`src/sv/gcs_pkg.sv`:
```
package gcs_pkg;

	localparam int STENCIL_WIDTH = 3;
	localparam int CELL_COUNT    = STENCIL_WIDTH * STENCIL_WIDTH * STENCIL_WIDTH;
	localparam int ADDR_W        = $clog2(CELL_COUNT);
	localparam int COEF_W        = 32;
	localparam int RES_W         = 44;

	typedef logic [1:0]               idx_t;
	typedef logic [ADDR_W-1:0]        addr_t;
	typedef logic signed [COEF_W-1:0] coef_t;
	typedef logic signed [RES_W-1:0]  acc_t;

	localparam idx_t IDX_LAST = idx_t'(STENCIL_WIDTH - 1);

	// Offset code with no stencil position
	localparam logic [1:0] OFS_NONE  = 2'b10;
	localparam logic [1:0] OFS_MINUS = 2'b11;
	localparam logic [1:0] OFS_ZERO  = 2'b00;

	// Restriction pass: which axis of the stored array is contracted
	typedef enum logic [1:0] {
		PASS_A = 2'd0,
		PASS_B = 2'd1,
		PASS_C = 2'd2
	} pass_t;

	// Read issued by the sequencer, seen in the next cycle with the RAM data
	typedef struct packed {
		logic  vld;
		pass_t pass;
		idx_t  u;
		idx_t  v;
		idx_t  k;
		logic  keep;
	} issue_t;

	function automatic idx_t offset_index(logic [1:0] raw);
		idx_t r;
		unique case (raw)
			OFS_MINUS: r = 2'd0;
			OFS_ZERO:  r = 2'd1;
			default:   r = 2'd2;
		endcase
		return r;
	endfunction

	function automatic addr_t cell_addr(idx_t i, idx_t j, idx_t k);
		addr_t ai;
		addr_t aj;
		addr_t ak;
		ai = addr_t'(i);
		aj = addr_t'(j);
		ak = addr_t'(k);
		return (ai << 3) + ai + (aj << 1) + aj + ak;
	endfunction

	// Address of element k of row (u,v) for a pass
	function automatic addr_t row_addr(pass_t pass, idx_t u, idx_t v, idx_t k);
		addr_t r;
		unique case (pass)
			PASS_A:  r = cell_addr(k, u, v);
			PASS_B:  r = cell_addr(u, k, v);
			default: r = cell_addr(v, u, k);
		endcase
		return r;
	endfunction

	// Output j of a row: sum over k of R[k][j] * e_k, R in sixteenths
	function automatic acc_t mix(acc_t e0, acc_t e1, acc_t e2, idx_t j);
		acc_t r;
		case (j)
			2'd0:    r = (e0 <<< 2) + e1;
			2'd1:    r = (e0 <<< 2) + (e1 <<< 2) + (e1 <<< 1) + (e2 <<< 2);
			default: r = e1 + (e2 <<< 2);
		endcase
		return r;
	endfunction

endpackage

```
`src/sv/gcs_ram.sv`:
```
module gcs_ram #(
	parameter int WIDTH = 32,
	parameter int DEPTH = 27
) (
	input  logic                     clk,
	input  logic                     we,
	input  logic [$clog2(DEPTH)-1:0] waddr,
	input  logic [WIDTH-1:0]         wdata,
	input  logic [$clog2(DEPTH)-1:0] raddr,
	output logic [WIDTH-1:0]         rdata
);

	logic [WIDTH-1:0] mem [DEPTH];

	// Write one entry, read one entry with registered data
	always_ff @(posedge clk) begin
		if (we) begin
			mem[waddr] <= wdata;
		end
		rdata <= mem[raddr];
	end

endmodule

```
`src/sv/gcs_ctrl.sv`:
```
module gcs_ctrl (
	input  logic                 clk,
	input  logic                 arst_n,
	input  logic                 start,
	input  logic signed [1:0]    x_offset,
	input  logic signed [1:0]    y_offset,
	input  logic signed [1:0]    z_offset,
	input  gcs_pkg::coef_t       coefficient,
	input  logic                 last_entry,
	input  logic                 wr_pending,
	output logic                 busy,
	output logic                 st_we,
	output gcs_pkg::addr_t       st_waddr,
	output gcs_pkg::coef_t       st_wdata,
	output gcs_pkg::addr_t       rd_addr,
	output gcs_pkg::issue_t      issue_s1
);

	import gcs_pkg::*;

	typedef enum logic [1:0] {
		ST_IDLE,
		ST_ISSUE,
		ST_DRAIN
	} state_t;

	state_t                  state_q;
	pass_t                   pass_q;
	idx_t                    u_q;
	idx_t                    v_q;
	idx_t                    k_q;
	logic [CELL_COUNT-1:0]   valid_q;
	logic                    accept;
	logic                    ofs_ok;
	logic                    issuing;
	logic                    drained;

	assign busy    = (state_q != ST_IDLE);
	assign accept  = start && !busy;
	assign ofs_ok  = (x_offset != OFS_NONE) && (y_offset != OFS_NONE) &&
		(z_offset != OFS_NONE);
	assign issuing = (state_q == ST_ISSUE);
	assign drained = !issue_s1.vld && !wr_pending;

	// Store the entry on transfer when all three offsets name a position
	assign st_we    = accept && ofs_ok;
	assign st_waddr = cell_addr(offset_index(x_offset), offset_index(y_offset),
		offset_index(z_offset));
	assign st_wdata = coefficient;

	assign rd_addr = row_addr(pass_q, u_q, v_q, k_q);

	// Sequence three restriction passes, one RAM read per cycle while issuing
	always_ff @(posedge clk or negedge arst_n) begin
		if (!arst_n) begin
			state_q  <= ST_IDLE;
			pass_q   <= PASS_A;
			u_q      <= '0;
			v_q      <= '0;
			k_q      <= '0;
			valid_q  <= '0;
			issue_s1 <= '0;
		end else begin
			if (st_we) begin
				valid_q[st_waddr] <= 1'b1;
			end

			issue_s1.vld  <= issuing;
			issue_s1.pass <= pass_q;
			issue_s1.u    <= u_q;
			issue_s1.v    <= v_q;
			issue_s1.k    <= k_q;
			issue_s1.keep <= valid_q[rd_addr];

			unique case (state_q)
				ST_IDLE: begin
					if (accept && last_entry) begin
						state_q <= ST_ISSUE;
						pass_q  <= PASS_A;
						u_q     <= '0;
						v_q     <= '0;
						k_q     <= '0;
					end
				end
				ST_ISSUE: begin
					if (k_q == IDX_LAST) begin
						k_q <= '0;
						if (v_q == IDX_LAST) begin
							v_q <= '0;
							u_q <= (u_q == IDX_LAST) ? '0 : u_q + 2'd1;
							if (u_q == IDX_LAST) begin
								state_q <= ST_DRAIN;
							end
						end else begin
							v_q <= v_q + 2'd1;
						end
					end else begin
						k_q <= k_q + 2'd1;
					end
				end
				ST_DRAIN: begin
					// Wait for the last write-back before the next pass reads
					if (drained) begin
						if (pass_q == PASS_C) begin
							state_q <= ST_IDLE;
						end else begin
							state_q <= ST_ISSUE;
							pass_q  <= (pass_q == PASS_A) ? PASS_B : PASS_C;
							if (pass_q == PASS_A) begin
								valid_q <= '0;
							end
						end
					end
				end
				default: begin
					state_q <= ST_IDLE;
				end
			endcase
		end
	end

endmodule

```
`src/sv/gcs_dp.sv`:
```
module gcs_dp (
	input  logic             clk,
	input  logic             arst_n,
	input  gcs_pkg::issue_t  issue_s1,
	input  gcs_pkg::coef_t   st_rdata,
	input  gcs_pkg::acc_t    wk_rdata,
	output logic             wk_we,
	output gcs_pkg::addr_t   wk_waddr,
	output gcs_pkg::acc_t    wk_wdata,
	output logic             wr_pending,
	output logic             strobe,
	output logic [1:0]       first_index,
	output logic [1:0]       second_index,
	output logic [1:0]       third_index,
	output gcs_pkg::acc_t    coarse_coefficient,
	output logic             last_result
);

	import gcs_pkg::*;

	acc_t  elem;
	acc_t  e0_q;
	acc_t  e1_q;
	acc_t  h0_s2;
	acc_t  h1_s2;
	acc_t  h2_s2;
	pass_t pass_s2;
	idx_t  u_s2;
	idx_t  v_s2;
	idx_t  j_q;
	logic  wr_act_q;
	logic  row_done;
	logic  emit;
	acc_t  mix_out;

	// Select the element: unwritten stencil positions read as zero
	always_comb begin
		if (issue_s1.pass == PASS_A) begin
			elem = issue_s1.keep ? acc_t'(st_rdata) : '0;
		end else begin
			elem = wk_rdata;
		end
	end

	assign row_done = issue_s1.vld && (issue_s1.k == IDX_LAST);
	assign mix_out  = mix(h0_s2, h1_s2, h2_s2, j_q);
	assign emit     = wr_act_q && (pass_s2 == PASS_C);

	// Write back the row in place, or emit it on the last pass
	assign wk_we      = wr_act_q && (pass_s2 != PASS_C);
	assign wk_waddr   = row_addr(pass_s2, u_s2, v_s2, j_q);
	assign wk_wdata   = mix_out;
	assign wr_pending = wr_act_q;

	// Capture the row, then hold it while its three outputs are written
	always_ff @(posedge clk) begin
		if (issue_s1.vld && issue_s1.k == 2'd0) begin
			e0_q <= elem;
		end
		if (issue_s1.vld && issue_s1.k == 2'd1) begin
			e1_q <= elem;
		end
		if (row_done) begin
			h0_s2   <= e0_q;
			h1_s2   <= e1_q;
			h2_s2   <= elem;
			pass_s2 <= issue_s1.pass;
			u_s2    <= issue_s1.u;
			v_s2    <= issue_s1.v;
		end
		if (emit) begin
			first_index        <= u_s2;
			second_index       <= v_s2;
			third_index        <= j_q;
			coarse_coefficient <= mix_out;
			last_result        <= (u_s2 == IDX_LAST) && (v_s2 == IDX_LAST) &&
				(j_q == IDX_LAST);
		end
	end

	// Count write slots and drive the result strobe
	always_ff @(posedge clk or negedge arst_n) begin
		if (!arst_n) begin
			wr_act_q <= 1'b0;
			j_q      <= '0;
			strobe   <= 1'b0;
		end else begin
			strobe <= emit;
			if (row_done) begin
				wr_act_q <= 1'b1;
				j_q      <= '0;
			end else if (wr_act_q) begin
				if (j_q == IDX_LAST) begin
					wr_act_q <= 1'b0;
					j_q      <= '0;
				end else begin
					j_q <= j_q + 2'd1;
				end
			end
		end
	end

endmodule

```
`src/sv/galerkin_coarse_stencil_3d_core.sv`:
```
// Channel   Transfer when           Fields
// input     start && !busy          x_offset, y_offset, z_offset, coefficient, last_entry
// result    strobe (one cycle)      first_index, second_index, third_index,
//                                   coarse_coefficient, last_result
//
// An entry without last_entry leaves busy low.
// On the entry with last_entry, busy is high for three restriction passes:
// the first over the stencil RAM, the others over the 27-entry work RAM, each
// reading every row and then draining the write-back. The 27 results come on
// the third pass, back to back in rows of three. Reset and each burst clear
// the stencil store. The receiver cannot stall; results are never held.
module galerkin_coarse_stencil_3d_core (
	input  logic                 clk,
	input  logic                 arst_n,
	input  logic                 start,
	output logic                 busy,
	input  logic signed [1:0]    x_offset,
	input  logic signed [1:0]    y_offset,
	input  logic signed [1:0]    z_offset,
	input  gcs_pkg::coef_t       coefficient,
	input  logic                 last_entry,
	output logic                 strobe,
	output logic [1:0]           first_index,
	output logic [1:0]           second_index,
	output logic [1:0]           third_index,
	output gcs_pkg::acc_t        coarse_coefficient,
	output logic                 last_result
);

	import gcs_pkg::*;

	logic    st_we;
	addr_t   st_waddr;
	coef_t   st_wdata;
	coef_t   st_rdata;
	addr_t   rd_addr;
	issue_t  issue_s1;
	logic    wk_we;
	addr_t   wk_waddr;
	acc_t    wk_wdata;
	acc_t    wk_rdata;
	logic    wr_pending;

	gcs_ctrl u_ctrl (
		.clk         (clk),
		.arst_n      (arst_n),
		.start       (start),
		.x_offset    (x_offset),
		.y_offset    (y_offset),
		.z_offset    (z_offset),
		.coefficient (coefficient),
		.last_entry  (last_entry),
		.wr_pending  (wr_pending),
		.busy        (busy),
		.st_we       (st_we),
		.st_waddr    (st_waddr),
		.st_wdata    (st_wdata),
		.rd_addr     (rd_addr),
		.issue_s1    (issue_s1)
	);

	gcs_ram #(
		.WIDTH (COEF_W),
		.DEPTH (CELL_COUNT)
	) u_stencil_ram (
		.clk   (clk),
		.we    (st_we),
		.waddr (st_waddr),
		.wdata (st_wdata),
		.raddr (rd_addr),
		.rdata (st_rdata)
	);

	gcs_ram #(
		.WIDTH (RES_W),
		.DEPTH (CELL_COUNT)
	) u_work_ram (
		.clk   (clk),
		.we    (wk_we),
		.waddr (wk_waddr),
		.wdata (wk_wdata),
		.raddr (rd_addr),
		.rdata (wk_rdata)
	);

	gcs_dp u_dp (
		.clk                (clk),
		.arst_n             (arst_n),
		.issue_s1           (issue_s1),
		.st_rdata           (st_rdata),
		.wk_rdata           (wk_rdata),
		.wk_we              (wk_we),
		.wk_waddr           (wk_waddr),
		.wk_wdata           (wk_wdata),
		.wr_pending         (wr_pending),
		.strobe             (strobe),
		.first_index        (first_index),
		.second_index       (second_index),
		.third_index        (third_index),
		.coarse_coefficient (coarse_coefficient),
		.last_result        (last_result)
	);

endmodule

```
`config.mk`:
```
export PLATFORM = sky130hd
export DESIGN_NAME = galerkin_coarse_stencil_3d_core
export DESIGN_NICKNAME = d
export VERILOG_FILES = /design/src/sv/gcs_pkg.sv /design/src/sv/gcs_ram.sv /design/src/sv/gcs_ctrl.sv /design/src/sv/gcs_dp.sv /design/src/sv/galerkin_coarse_stencil_3d_core.sv
export SDC_FILE = /design/constraint.sdc
export NUM_CORES = 2
export LEC_CHECK = 0
export ABC_CLOCK_PERIOD_IN_PS = 12100
export BUFFER_PORTS_ARGS = -buffer_cell sky130_fd_sc_hd__buf_4
export CAP_MARGIN = 20
export CORE_MARGIN = 5
export CORE_UTILIZATION = 35
export DETAILED_ROUTE_END_ITERATION = 10
export PLACE_DENSITY_LB_ADDON = 0.15
export SLEW_MARGIN = 20
export SYNTH_ARGS = -nofsm -noshare
export SYNTH_HDL_FRONTEND = slang
export SYNTH_SLANG_ARGS = --single-unit
```
`constraint.sdc`:
```
create_clock -name clk -period 12.1 [get_ports clk]
set_input_delay 0.605 -clock clk [delete_from_list [all_inputs] [get_ports clk]]
set_output_delay 0.605 -clock clk [all_outputs]
set_load 0.02 [all_outputs]
```
==> impl_metrics.ini <==
[synth]
synth-seq-area-share_pct = 72.64
synth_top_area_share_pct = 69.84
synth_fp_nets = 5509
synth_cell_types = 83
syn_inst = 5261
synth_edf_count = 2323
synth_warnings = 0
ys.flop_type = edfxtp_1
synth_seq_cells = 2450
syn-cell-area_mm2 = 0.09988
synth_area_per_cell_um2 = 18.98
synth-async-reset-ratio_pct = 2.082
synth_common_cells = 2,323 x edfxtp_1, 538 x mux4_2, 347 x nand2_1
ys_top_cells_by_area = edfxtp_1 70%, mux4_2 12%, fa_1 1.9%
synth_most_common_cell = edfxtp_1
yosys.area.top_type = edfxtp_1

[clock_network]
h-tree-depth = 5
cts_setup_buffers = 0
root_buffer = clkbuf_16
clockBufferDepth = 4
tritoncts = built
cts_buffers = 277
clk_pin_slew_worst_paths_ns = 0.06
clk_latency_ns = 0.87
cts.sinks = 2450

[setup_path]
start_kind = register
rr_startpoint = u_ctrl.k_q[0]$_DFFE_PN0P_
cp_cell_sequence = fa_1 -> inv_1 -> ha_1 -> nor2_1 -> fa_1 -> xnor2_1 -> mux2_8 -> buf_4 -> buf_12 -> mux4_2 -> mux4_2 -> nor2_1 -> a31oi_1
cp.arrival_ns = 6.37
endpoint_kind = register
crit_cells = 13
r2r_cells = 13
crit_buf_inv = 3
worstPathRequired_ns = 12.76
crit_family = multiplexers
crit_start = u_ctrl.k_q[0]$_DFFE_PN0P_
max_stage_delay_ns = 0.65
timing_worst_setup_path_type = reg2reg
cp_max_fo = 95
slowest_stage = buf_4

[hold_path]
hold_depth = 1
min_path_type = in2reg
worstHoldStart = coefficient[12]

[routing]
vias_per_cell = 5.266
drc_errors = 0
drt-initial-drc-count = 4042
antenna_left = 0
wl_per_cell_um = 29.02
num_vias = 50200
drt-pass1-iter-count = 7
totalWireLength_um = 276600

[placed_design]
place_ws_ns = 6.321
routabilityCongestion = 0.8574
port_buffers = 94
hpwl_um = 157300

[grt]
grt_max_degree = 106
antenna_found_initial = 21
grt_first_pass_wirelength_um = 392600
grt_pass1_vias = 52720
grt_overflow = 0
grt_usage_pct = 18.49

[timing]
slew_headroom_pct = 30.41
drv_slew = 0
rsz0062_at_grt = no
fin_crit_sh_pct = 47.18
setup_violations = 0
finalClockSkew_ns = 0.06407
timing.setup.tns_ns = 0
hold_slack_ns = 0.1247
final.setup.worst_slack_ns = 6.392
hold_viol_final = 0
max_clock_freq_mhz = 175.2
worst_slew_pin_slew_ns = 1.044
min_period_ns = 5.708

[layout]
fill_cells = 25470
register_area_mm2 = 0.07255
drive_gt1_share_pct = 24.90
multi_input_area_mm2 = 0.02609
nets = 5788
area_growth_pct = 15.08

[run]
maxCapViolations = 0

[floorplanning]
io-pin-count = 95
coreArea_mm2 = 0.2847
rows = 196
die-area_mm2 = 0.2962
die_h_um = 544.2
start_util_pct = 35.08
dieWidth_um = 544.2

[run_status]
status = finished clean
==> cell families after synthesis <==
family	synth area share [%]
XOR/XNOR	0.8343
adder cells (fa/ha/maj)	3.302
buffers and inverters	1.958
multiplexers	15.01
flip-flops	72.64
AND/OR/NAND/NOR	3.196
AO/OA/AOI/OAI	3.059
==> per-layer routing <==
| metal | vias up | GRT usage (%) | wire length, um |
|---|---|---|---|
| li1 | 21400 | - | - |
| met2 | 1258 | 29.59 | 130300 |
| met1 | 27170 | 26.21 | 124400 |
| met4 | 8 | 4.413 | 6717 |
| met5 | - | 0 | 50 |
| met3 | 366 | 3.574 | 15150 |
==> through the flow <==
step	std cells	util [%]	cell area (um^2)
final	9532	40.37	114900
after global routing	9522	40.36	114900
after CTS	9520	40.35	114900
after detailed placement	9021	37.25	106100
after global placement	9020	37.24	106000
after floorplan	5261	-	99880
==> flip-flops by register name, indices dropped and copies added (netlist names), 42 cells and up <==
signal                   flops
u_work_ram.mem            1188
u_stencil_ram.mem          864
u_dp.coarse_coefficient     44
u_dp.e1_q                   44
u_dp.h1_s2                  44
u_work_ram.rdata            44
u_dp.e0_q                   42
u_dp.h0_s2                  42
u_dp.h2_s2                  42
==> cell usage in the layout (no fill, tap or decap), drive strengths merged, types with 13 or more instances in the layout <==
| master | count |
|---|---|
| edfxtp | 2323 |
| mux4 | 538 |
| clkbuf | 386 |
| nand2 | 347 |
| nor2 | 260 |
| inv | 252 |
| mux2 | 238 |
| buf | 234 |
| o21ai | 141 |
| ha | 110 |
| a21oi | 104 |
| fa | 96 |
| a31oi | 87 |
| clkinv | 81 |
| dfxtp | 76 |
| a21o | 57 |
| xnor2 | 56 |
| dfrtp | 51 |
| xor2 | 37 |
| nand3 | 30 |
| nor3 | 21 |
| mux2i | 19 |
| o21a | 17 |
| nand4 | 16 |
| nand2b | 15 |
| bufinv | 13 |
==> path summary, 6_finish.rpt <==
path / end / slack, ns
worst max-delay path: u_work_ram.rdata[10]$_DFF_P_ / 6.39
worst min-delay path: u_stencil_ram.mem[21][12]$_DFFE_PP_ / 0.12
worst max register to register: u_work_ram.rdata[10]$_DFF_P_ / 6.39
worst min register to register: u_dp.u_s2[0]$_DFFE_PP_ / 0.41
max in group asynchronous: u_ctrl.valid_q[26]$_DFF_PN0_ / 11.30
min in group asynchronous: u_ctrl.pass_q[1]$_DFFE_PN0P_ / 0.33
==> layout make-up <==
cell class | count | area share (%)
Sequential cell | 2450 | 63.12
Multi-Input combinational cell | 2337 | 22.70
Clock buffer | 386 | 6.707
Tap cell | 3762 | 4.095
Timing Repair Buffer | 235 | 1.623
Clock inverter | 112 | 0.9493
Inverter | 239 | 0.7805
Antenna cell | 11 | 0.02395
==> what timing repair did <==
action / in CTS / in global routing
hold endpoints to repair: 51 / 0
resized for setup: 0 / 0
hold buffers: 1 / 0
setup endpoints to repair: 0 / 0
Power is left out: the tool's default activity adds up to more than one toggle a clock period on the data nets, which glitch-free logic cannot reach.
